### src/hw/rtl/triangle_slab_clipper_macros.svh
// assertion macros for the slab clipper
`ifndef TRIANGLE_SLAB_CLIPPER_MACROS_SVH
`define TRIANGLE_SLAB_CLIPPER_MACROS_SVH
// property a implies b on the next clock
`define TSC_ASSERT_NEXT(label, clk, rst, a, b) \
  label: assert property (@(posedge clk) disable iff (rst) (a) |=> (b)) \
    else $error("check failed");
// property a implies b on the same clock
`define TSC_ASSERT_NOW(label, clk, rst, a, b) \
  label: assert property (@(posedge clk) disable iff (rst) (a) |-> (b)) \
    else $error("check failed");
`endif

### src/hw/rtl/tsc_pkg.sv
// shared types and constants for the slab clipper
`timescale 1ns / 1ps
package tsc_pkg;
  localparam int CoordBits = 16;
  localparam int ProdBits = 2 * (CoordBits + 1);
  localparam int MagBits = CoordBits + 1;
  localparam int QuoBits = ProdBits;
  localparam int QCntBits = $clog2(QuoBits + 1);
  localparam int NumLanes = 2;

  typedef logic signed [CoordBits-1:0] coord_t;
  typedef logic signed [CoordBits+1:0] wide_t;

  typedef struct packed {
    coord_t x;
    coord_t y;
  } vtx_t;

  typedef struct packed {
    vtx_t a;
    vtx_t b;
    vtx_t c;
  } tri_t;

  typedef struct packed {
    logic start;
    vtx_t f;
    vtx_t o;
    coord_t plane;
  } xreq_t;

  typedef struct packed {
    logic done;
    vtx_t p;
  } xrsp_t;

  typedef enum logic [2:0] {
    ST_IDLE,
    ST_LOW,
    ST_UPPER,
    ST_EMIT
  } state_t;

  localparam logic [1:0] RegLower = 2'd0;
  localparam logic [1:0] RegUpper = 2'd1;
  localparam coord_t UpperReset = coord_t'(1 <<< (CoordBits - 3));
endpackage

### src/hw/rtl/tsc_cross.sv
// one crossing lane: multiply then restoring divide, one quotient bit per cycle
`timescale 1ns / 1ps
module tsc_cross (
  input  logic           clk,
  input  logic           rst,
  input  tsc_pkg::xreq_t req,
  output tsc_pkg::xrsp_t rsp
);
  import tsc_pkg::*;
  `include "triangle_slab_clipper_macros.svh"

  logic                busy;
  logic                mul_phase;
  logic [ProdBits-1:0] num;
  logic [MagBits-1:0]  den;
  logic [MagBits:0]    rem;
  logic [QuoBits-1:0]  quo;
  logic [QCntBits-1:0] cnt;
  logic                neg;
  logic                zero_den;
  coord_t              fx;
  coord_t              py;
  logic [MagBits-1:0]  mdx, mdy, mndy;
  wide_t               dx, dy, ndy;
  logic [MagBits:0]    trial;
  logic [MagBits:0]    rem_sh;
  wide_t               qx;
  wide_t               sum;

  always_comb begin
    dx = wide_t'(req.o.x) - wide_t'(req.f.x);
    dy = wide_t'(req.o.y) - wide_t'(req.f.y);
    ndy = wide_t'(req.plane) - wide_t'(req.f.y);
    mdx = dx[CoordBits+1] ? MagBits'(-dx) : MagBits'(dx);
    mdy = dy[CoordBits+1] ? MagBits'(-dy) : MagBits'(dy);
    mndy = ndy[CoordBits+1] ? MagBits'(-ndy) : MagBits'(ndy);
    rem_sh = {rem[MagBits-1:0], num[ProdBits-1]};
    trial = rem_sh - {1'b0, den};
    qx = zero_den ? '0 : wide_t'(quo[CoordBits+1:0]);
    sum = wide_t'(fx) + (neg ? -qx : qx);
  end

  always_ff @(posedge clk) begin
    if (rst) begin
      busy <= 1'b0;
      rsp.done <= 1'b0;
    end else begin
      rsp.done <= 1'b0;
      if (req.start) begin
        busy <= 1'b1;
        mul_phase <= 1'b1;
        num <= ProdBits'(mdx) * ProdBits'(mndy);
        den <= mdy;
        zero_den <= (mdy == '0);
        neg <= dx[CoordBits+1] ^ dy[CoordBits+1] ^ ndy[CoordBits+1];
        fx <= req.f.x;
        py <= req.plane;
        rem <= '0;
        quo <= '0;
        cnt <= QCntBits'(QuoBits);
      end else if (busy) begin
        if (cnt != '0) begin
          if (!trial[MagBits]) begin
            rem <= trial;
            quo <= {quo[QuoBits-2:0], 1'b1};
          end else begin
            rem <= rem_sh;
            quo <= {quo[QuoBits-2:0], 1'b0};
          end
          num <= {num[ProdBits-2:0], 1'b0};
          cnt <= cnt - QCntBits'(1);
          mul_phase <= 1'b0;
        end else begin
          busy <= 1'b0;
          rsp.done <= 1'b1;
          rsp.p.x <= sum[CoordBits-1:0];
          rsp.p.y <= py;
        end
      end
    end
  end

  `TSC_ASSERT_NEXT(a_start_busy, clk, rst, req.start, busy)
  `TSC_ASSERT_NEXT(a_done_idle, clk, rst, rsp.done, !busy || $past(req.start))
  `TSC_ASSERT_NOW(a_no_restart, clk, rst, busy && !mul_phase, !req.start)
endmodule

### src/hw/rtl/triangle_slab_clipper.sv
// slab clipper top level: two crossing lanes, sequencer and output queue
// each clip pass with crossings runs both lanes side by side, each dividing out 34 quotient
// bits one per cycle; a pass without crossings uses no lane
// throughput: one triangle at a time, one lower and up to two upper passes, then up to four
// result beats; a new input triangle is taken only once all result beats have gone out
// rst clears control state and sets the lower plane to 0 and the upper plane to 2**13
`timescale 1ns / 1ps
module triangle_slab_clipper (
  input  logic                           clk,
  input  logic                           rst,
  input  logic                           we,
  input  logic [1:0]                     addr,
  input  logic [tsc_pkg::CoordBits-1:0]  wdata,
  input  logic                           in_valid,
  output logic                           in_stall,
  input  tsc_pkg::coord_t                in_ax,
  input  tsc_pkg::coord_t                in_ay,
  input  tsc_pkg::coord_t                in_bx,
  input  tsc_pkg::coord_t                in_by,
  input  tsc_pkg::coord_t                in_cx,
  input  tsc_pkg::coord_t                in_cy,
  output logic                           out_valid,
  input  logic                           out_stall,
  output tsc_pkg::coord_t                out_ax,
  output tsc_pkg::coord_t                out_ay,
  output tsc_pkg::coord_t                out_bx,
  output tsc_pkg::coord_t                out_by,
  output tsc_pkg::coord_t                out_cx,
  output tsc_pkg::coord_t                out_cy,
  output logic                           out_last
);
  import tsc_pkg::*;
  `include "triangle_slab_clipper_macros.svh"

  coord_t lower_plane, upper_plane;
  state_t state, state_next;

  tri_t   work [2];
  logic   [1:0] nwork;
  logic   [1:0] widx;
  tri_t   outq [4];
  logic   [2:0] nout;
  logic   [1:0] ridx;
  logic   [2:0] nfin;

  tri_t   cur;
  coord_t plane;
  logic   up;
  logic   o0, o1, o2;
  logic   [1:0] nin;
  vtx_t   v0, v1, v2, kv, n1, n2;
  logic   waiting;
  xreq_t  req0, req1;
  xrsp_t  rsp0, rsp1;
  tri_t   res0, res1;
  logic   [1:0] nres;

  tsc_cross u_lane0 (.clk(clk), .rst(rst), .req(req0), .rsp(rsp0));
  tsc_cross u_lane1 (.clk(clk), .rst(rst), .req(req1), .rsp(rsp1));

  // classify the triangle under work against the active plane
  always_comb begin
    up = (state == ST_UPPER);
    cur = work[widx[0]];
    plane = up ? upper_plane : lower_plane;
    v0 = cur.a;
    v1 = cur.b;
    v2 = cur.c;
    o0 = up ? (v0.y > plane) : (v0.y < plane);
    o1 = up ? (v1.y > plane) : (v1.y < plane);
    o2 = up ? (v2.y > plane) : (v2.y < plane);
    nin = 2'(!o0) + 2'(!o1) + 2'(!o2);
    kv = v0; n1 = v1; n2 = v2;
    if (nin == 2'd2) begin
      if (o0) begin kv = v0; n1 = v1; n2 = v2; end
      else if (o1) begin kv = v1; n1 = v2; n2 = v0; end
      else begin kv = v2; n1 = v0; n2 = v1; end
    end else begin
      if (!o0) begin kv = v0; n1 = v1; n2 = v2; end
      else if (!o1) begin kv = v1; n1 = v2; n2 = v0; end
      else begin kv = v2; n1 = v0; n2 = v1; end
    end
    // merge of lane results
    res0 = cur;
    res1 = cur;
    nres = 2'd0;
    if (nin == 2'd3) begin
      nres = 2'd1;
    end else if (nin == 2'd2) begin
      res0 = '{a: rsp0.p, b: n1, c: n2};
      res1 = '{a: rsp1.p, b: rsp0.p, c: n2};
      nres = 2'd2;
    end else if (nin == 2'd1) begin
      res0 = '{a: rsp0.p, b: rsp1.p, c: kv};
      nres = 2'd1;
    end
    req0 = '{start: 1'b0, f: (nin == 2'd2) ? n1 : kv,
             o: (nin == 2'd2) ? kv : n1, plane: plane};
    req1 = '{start: 1'b0, f: (nin == 2'd2) ? n2 : kv,
             o: (nin == 2'd2) ? kv : n2, plane: plane};
    if ((state == ST_LOW || state == ST_UPPER) && !waiting && widx < nwork
        && (nin == 2'd1 || nin == 2'd2)) begin
      req0.start = 1'b1;
      req1.start = 1'b1;
    end
  end

  always_comb begin
    state_next = state;
    case (state)
      ST_IDLE:  if (in_valid) state_next = ST_LOW;
      ST_LOW:   if (!waiting && (nin == 2'd0 || nin == 2'd3) || rsp0.done)
                  state_next = ST_UPPER;
      ST_UPPER: if (widx >= nwork) state_next = ST_EMIT;
      ST_EMIT:  if (ridx == nout[1:0] + 2'd0 && nout == 3'd0 ||
                    nfin == nout) state_next = ST_IDLE;
      default:  state_next = ST_IDLE;
    endcase
  end

  assign in_stall = (state != ST_IDLE);
  assign out_valid = (state == ST_EMIT) && (nfin < nout);
  always_comb begin
    out_ax = outq[ridx].a.x; out_ay = outq[ridx].a.y;
    out_bx = outq[ridx].b.x; out_by = outq[ridx].b.y;
    out_cx = outq[ridx].c.x; out_cy = outq[ridx].c.y;
    out_last = (nfin == nout - 3'd1);
  end

  always_ff @(posedge clk) begin
    if (rst) begin
      state <= ST_IDLE;
      lower_plane <= '0;
      upper_plane <= UpperReset;
      waiting <= 1'b0;
      nwork <= '0; widx <= '0; nout <= '0; ridx <= '0; nfin <= '0;
    end else begin
      state <= state_next;
      if (we) begin
        case (addr)
          RegLower: lower_plane <= wdata;
          RegUpper: upper_plane <= wdata;
          default:  ;
        endcase
      end
      case (state)
        ST_IDLE: begin
          if (in_valid) begin
            work[0] <= '{a: '{in_ax, in_ay}, b: '{in_bx, in_by}, c: '{in_cx, in_cy}};
            nwork <= 2'd1; widx <= '0; nout <= '0; ridx <= '0; nfin <= '0;
            waiting <= 1'b0;
          end
        end
        ST_LOW: begin
          if (req0.start) waiting <= 1'b1;
          if (!waiting && (nin == 2'd0 || nin == 2'd3) || rsp0.done) begin
            waiting <= 1'b0;
            work[0] <= res0;
            work[1] <= res1;
            nwork <= nres;
            widx <= '0;
          end
        end
        ST_UPPER: begin
          if (widx < nwork) begin
            if (req0.start) waiting <= 1'b1;
            if (!waiting && (nin == 2'd0 || nin == 2'd3) || rsp0.done) begin
              waiting <= 1'b0;
              if (nres != 2'd0) outq[nout[1:0]] <= res0;
              if (nres == 2'd2) outq[2'(nout + 3'd1)] <= res1;
              nout <= nout + 3'(nres);
              widx <= widx + 2'd1;
            end
          end
        end
        ST_EMIT: begin
          if (out_valid && !out_stall) begin
            ridx <= ridx + 2'd1;
            nfin <= nfin + 3'd1;
          end
        end
        default: ;
      endcase
    end
  end

  `TSC_ASSERT_NOW(a_lanes_pair, clk, rst, rsp0.done, rsp1.done)
  `TSC_ASSERT_NOW(a_out_count, clk, rst, out_valid, nout <= 3'd4)
  `TSC_ASSERT_NOW(a_emit_only, clk, rst, out_valid, state == ST_EMIT)
endmodule
### config.mk
export PLATFORM = sky130hd
export DESIGN_NAME = triangle_slab_clipper
export DESIGN_NICKNAME = d
export VERILOG_FILES = /design/src/hw/rtl/tsc_pkg.sv /design/src/hw/rtl/tsc_cross.sv /design/src/hw/rtl/triangle_slab_clipper.sv
export VERILOG_INCLUDE_DIRS = /design/src /design/src/hw/rtl
export SDC_FILE = /design/constraint.sdc
export NUM_CORES = 2
export LEC_CHECK = 0
export BUFFER_PORTS_ARGS = -buffer_cell sky130_fd_sc_hd__clkbuf_2
export CAP_MARGIN = 5
export CORE_ASPECT_RATIO = 1.25
export CORE_UTILIZATION = 45
export CTS_CLUSTER_SIZE = 25
export DETAILED_ROUTE_END_ITERATION = 7
export GPL_TIMING_DRIVEN = 0
export PLACE_DENSITY_LB_ADDON = 0.2
export SYNTH_ARGS = -nofsm -noshare
export SYNTH_HDL_FRONTEND = slang
export SYNTH_HIERARCHICAL = 1
export SYNTH_SLANG_ARGS = --single-unit
### constraint.sdc
create_clock -name clk -period 19.81 [get_ports clk]
set_clock_uncertainty 0.2 [all_clocks]
set_input_delay 0.9905 -clock clk [delete_from_list [all_inputs] [get_ports clk]]
set_output_delay 0.9905 -clock clk [all_outputs]
set_load 0.02 [all_outputs]
# Word level (Yosys, flattened, before mapping)

Memory sizes are Yosys's and may differ from the RTL's. A register that Yosys moved wholly into a read port is not among the register bits.
Cells that the tools add are included.

Flip-flop bits (word level): 347
Latch bits: 0
Bits in writable memories: 576
ROM bits: 0
Input port bits: 119
Output and inout port bits: 99
Logic and storage cells: 273
Memories: 2

Add/sub/neg operators: 28
Multiply operators: 2
Div/mod/pow operators: 0
$lt $le $gt $ge: 9
Equality and inequality tests: 18
Shift operators: 0
Multiplexer cells: 122
Bitwise gates (word level): 10
Reduce and logical (&&, ||, !) cells: 49

Memories:

| memory | depth | bits a word | read ports | clocked after Yosys merged registers in | write ports | RTL line                    | text |
|---|---|---|---|---|---|---|---|
| outq   | 4     | 96          | 1          | 1                                       | 2           | triangle_slab_clipper.sv:41 | `tri_t outq [4];` |
| work   | 2     | 96          | 1          | 1                                       | 2           | triangle_slab_clipper.sv:38 | `tri_t work [2];` |

Operators with widths:

| cell                                           | count |
|---|---|
| 32-bit 2-to-1 mux                              | 19 |
| 96-bit 2-to-1 mux                              | 6 |
| 17-bit 2-to-1 mux                              | 12 |
| 34-bit 2-to-1 mux                              | 6 |
| 16-bit 2-to-1 mux                              | 9 |
| 17-bit negation                                | 6 |
| 16-bit by 16-bit subtractor with 17-bit output | 6 |
| 17-bit by 17-bit multiplier with 34-bit output | 2 |
| 16-bit greater-than comparator                 | 3 |
| 16-bit < comparator                            | 3 |
| 1-bit 2-to-1 mux                               | 39 |
| 18-bit by 17-bit subtractor with 18-bit output | 2 |
| 17-bit logical NOT                             | 2 |
| 33-bit 2-to-1 mux                              | 1 |
| 16-bit adder                                   | 2 |
| 16-bit negation                                | 2 |
| 3-bit 2-to-1 mux                               | 8 |
| 6-bit 2-to-1 mux                               | 4 |
| 2-bit 2-to-1 mux                               | 11 |
| 4-bit AND reduction                            | 4 |
| 2-bit nonzero test                             | 8 |
| 3-bit AND reduction                            | 5 |
| 3-bit one-hot mux with 2 select lines          | 2 |
| 3-bit one-hot mux with 4 select lines          | 1 |
| 34 further kinds                               | 75 |

# Logic depth before layout (Yosys ltp)

Depth in word-level cells: 18
Mapped depth: 66
Mapped depth without buffers: 55

# Hierarchy

The synthesis kept the hierarchy.

By module, submodules not included:

| module                | instances | cells each | area each (µm²) | seq. area each (µm²) |
|---|---|---|---|---|
| triangle_slab_clipper | 1         | 4,050      | 40,588.9        | 18,297.5 |
| tsc_cross (u_lane1)   | 1         | 2,246      | 21,012.7        | 4,724.5 |
| tsc_cross (u_lane0)   | 1         | 2,186      | 20,574.7        | 4,724.5 |

# Worst setup path before layout

Ideal clock, no wire load.

Kind: reg2reg
From: register state[0]
To: register u_lane1.num[29], data pin
Library setup time: 0.260 ns
Arrival: 15.089 ns
Data required time: 19.350 ns
Slack: 4.261 ns
Cell stages (with the launch flop): 63
Path buffers: 12
Clock period less this slack: 15.549 ns
Path through: dfxtp_1 > inv_1 > ha_1 > buf_4 > clkbuf_1 > clkbuf_1 > clkbuf_1 > clkbuf_1 > mux2i_1 > ha_1 > and4_1 > a221oi_2 > a21boi_0 > o21ai_0 > nand3_2 > nand2_1 > inv_2 > buf_2 > (+27 left out) > fa_1 > inv_1 > fa_1 > fa_1 > inv_1 > fa_1 > inv_1 > ha_1 > nand4_1 > a211oi_1 > a211oi_1 > o31ai_1 > a21boi_1 > o211ai_1 > a21o_1 > a21oi_1 > xnor2_1 > mux2_2

RTL lines:

| item                   | RTL line                     | text |
|---|---|---|
| from (decl)            | triangle_slab_clipper.sv:36  | `state_t state, state_next;` |
| from (signal assigned) | triangle_slab_clipper.sv:138 | `state <= state_next;` |
| to (signal assigned)   | tsc_cross.sv:52              | `num <= ProdBits'(mdx) * ProdBits'(mndy);` |
| to (signal assigned)   | tsc_cross.sv:70              | `num <= {num[ProdBits-2:0], 1'b0};` |
| to (decl)              | tsc_cross.sv:14              | `logic [ProdBits-1:0] num;` |

==> results list <==
- The flow ran to the end, but the final reports show violations.
- The final reports fail on max-capacitance violations, max-slew violations.
- Antenna violations before repair: 4
* Layout cell share with drive strength beyond 1: 0.121
* Antenna viol nets, final: 0
- For this configuration, the core starts out at a cell density of 0.455.
* Overall track demand over capacity in global routing: 0.337
- The initialized floorplan defines 174 standard-cell rows.
* Area added between synthesis and finish: 10.5%
- Highest net fanout along the worst path: 17
- Using the TritonRoute via totals, the vias-per-cell ratio works out to between 6 and 7.
* Number of nets produced by synthesis: between 9,000 and 10,000
- Summed instance area of the synthesized netlist: 82,100 µm²
- Critical path destination: u_lane1/num[32]$_DFFE_PP_
- During placement, the flow inserted port buffers numbering 217.
- Clock-pin slew was measured on the worst setup and hold paths at 0.07 ns.
* Crit path max-delay cell type: mux2i_1
- The HPWL after detailed placement is 254,000 µm.
- Slack of the worst reg-to-reg path: 0.41 ns
- Gate Count Post-Synth: ~8,500
- Hold Path Depth: 0
* Top-level I/O count: 218
* Count of final setup violators: 0
- H-tree depth: 3
* Residual DRC count: 0
- Among the stages of the critical path, the cell type that occurs most often is fa_1.
* Mean Syn Cell Area: 9.69 µm²
* Total Nets Final: 9,885
- Yosys printed 6 warnings.
- Final Slew Violations: 22
- Actual transition at the worst max-transition pin: about 1.6 ns
* Worst Slack Setup Final: 0.410 ns
- STA classifies the critical path endpoint as a register.
* Critical Path Start Type: register
- Path category of the worst min-delay check: reg -> reg
* Number of buffers inserted for hold repair after clock tree synthesis: 0
* Pin count of the biggest net entering global routing: 56
- Clock sink count: 941
- Based on the critical path, the design can be clocked at up to 51.5 MHz.
- TritonCTS built the clock tree.
- Wires add up to 314,000 µm.
* Number of global-route vias before repair: 70,100
- In this run the critical register-to-register path is captured at u_lane1/num[32]$_DFFE_PP_.
* Clock latency of the later-clocked register in the worst-skew pair: a little under 0.8 ns
- At the end of routability-driven placement, the weighted congestion stood at between 1 and 1.5.
* Core area: 180,000 µm²
- Total vias in the final route: 69,700
- STA puts the critical path data arrival time at 19.71 ns.
- The worst setup path is of the reg -> reg kind.
- CP max stage delay: 1.08 ns
- Total congestion overflow after global routing: 0
- Die ar.: 184,000 µm²
* Data required, critical path: 20.12 ns
- Clock tree synthesis selected as its root buffer the cell clkbuf_16.
- The floorplan step set the die width to 384 µm.
- Post-layout minimum cycle time: 19.40 ns
- Pre-CTS setup slack: -2.78 ns
* Max-slew headroom: -0.0679
- The critical path crosses between 50 and 60 cells after its start point.
* Starting DRT DRC Count: approximately 6,900
* Final Hold Viols: 0
- For this run, the detailed router's first-pass iteration total came to 7.
* Average wire per standard cell: 27.7 µm
- CP delay by family, top: adder cells
* Share of the clock period used by the worst path: 0.979
- Height of the die: around 480 µm
* Max-capacitance violation count: 3
- Worst path buffer plus inverter count: 15
- The number of clock buffers added by TritonCTS is 100.
* Wire length of the first global-routing pass: between 400,000 and 500,000 µm
- The number of cells on the worst reg-to-reg path is 54.
- The longest clock path from root to sink contains 3 buffers.
cell type report:
class | count | area (µm²)
clock inverter | 65 | 693
tap | 2376 | 2970
buffer | 494 | 2120
antenna | 4 | 10.0
sequential | 941 | 27700
fill | 16600 | 89700
multi-input combinational | 6210 | 49700
clock buffer | 120 | 2600
inverter | 833 | 3130
timing repair buffer | 272 | 1820
repair_timing:
item,4_1_cts,5_1_grt
setup endpoints to repair,47,31
resized for setup,55,38
pin swaps,1,4
buffers inserted,1,14
gates cloned,0,0
how the worst min path moves through the flow:
| stage | slack, ns | endpoint | from |
|---|---|---|---|
| floorplan | 0.20 | u_lane0/rsp[0]$_DFFE_PP_ | u_lane0/py[0]$_DFFE_PP_ |
| global placement | 0.20 | u_lane1/rsp[11]$_DFFE_PP_ | u_lane1/py[11]$_DFFE_PP_ |
| detailed placement | 0.20 | u_lane0/rsp[0]$_DFFE_PP_ | u_lane0/py[0]$_DFFE_PP_ |
| CTS | 0.22 | u_lane0/rsp[4]$_DFFE_PP_ | u_lane0/py[4]$_DFFE_PP_ |
| global route | 0.22 | u_lane0/rsp[4]$_DFFE_PP_ | u_lane0/py[4]$_DFFE_PP_ |
| finish | 0.21 | u_lane0/rsp[4]$_DFFE_PP_ | u_lane0/py[4]$_DFFE_PP_ |
sequential cells by signal (all words and copies together), names as in the netlist, 3 cells and up, named ones only:
name and count:
u_lane0/num 34, u_lane1/quo 16, u_lane0/rsp 33, u_lane0/cnt 6
u_lane1/den 17, u_lane1/rsp 32, u_lane1/cnt 6, u_lane0/den 17
u_lane0/quo 16, u_lane1/fx 16, u_lane1/num 34, upper_plane 16
lower_plane 16, work 192, u_lane1/rem 17, nfin 3
outq 384, u_lane1/py 16, u_lane0/fx 16, u_lane0/py 16
u_lane0/rem 17, nout 3
placed cells by master (no fill, tap or decap), types with 189 or more instances in the layout:
cell type	instances
nand2_1	1042
edfxtp_1	888
inv_1	826
a21oi_1	527
nor2_1	523
o21ai_0	501
fa_1	460
ha_1	454
clkbuf_1	339
clkbuf_2	236
o31ai_1	205
mux2i_1	189
through the flow:
step	utilization	hold WS (ns)	setup TNS, ns	instance area, µm²	instances
after floorplan	-	0.200	0	82100	8480
after global placement	0.478	0.200	-117.68	86200	11100
after detailed placement	0.482	0.205	-78.40	86900	11100
after CTS	0.501	0.216	0	90500	11300
after global routing	0.503	0.219	-0.132	90800	11300
final	0.503	0.212	0	90800	11300
layer usage:
| metal | GRT usage | wire length (µm) |
|---|---|---|
| met3 | 0.0456 | 23600 |
| met4 | 0.230 | 24600 |
| met2 | 0.571 | 151000 |
| met1 | 0.395 | 115000 |
| met5 | 0 | 0 |
worst register-to-register path: cells and delay by family (launching register included):
family / cells / cell delay [ns]
XOR/XNOR: 2 / 0.69
AND/OR/NAND/NOR: 14 / 4.00
adder cells (fa/ha/maj): 11 / 5.23
AO/OA/AOI/OAI: 9 / 2.39
multiplexers: 3 / 1.51
buffers and inverters: 15 / 4.78
flip-flops: 1 / 0.38
Power is left out: the tool's default activity adds up to more than one toggle a clock period on the data nets, which glitch-free logic cannot reach.
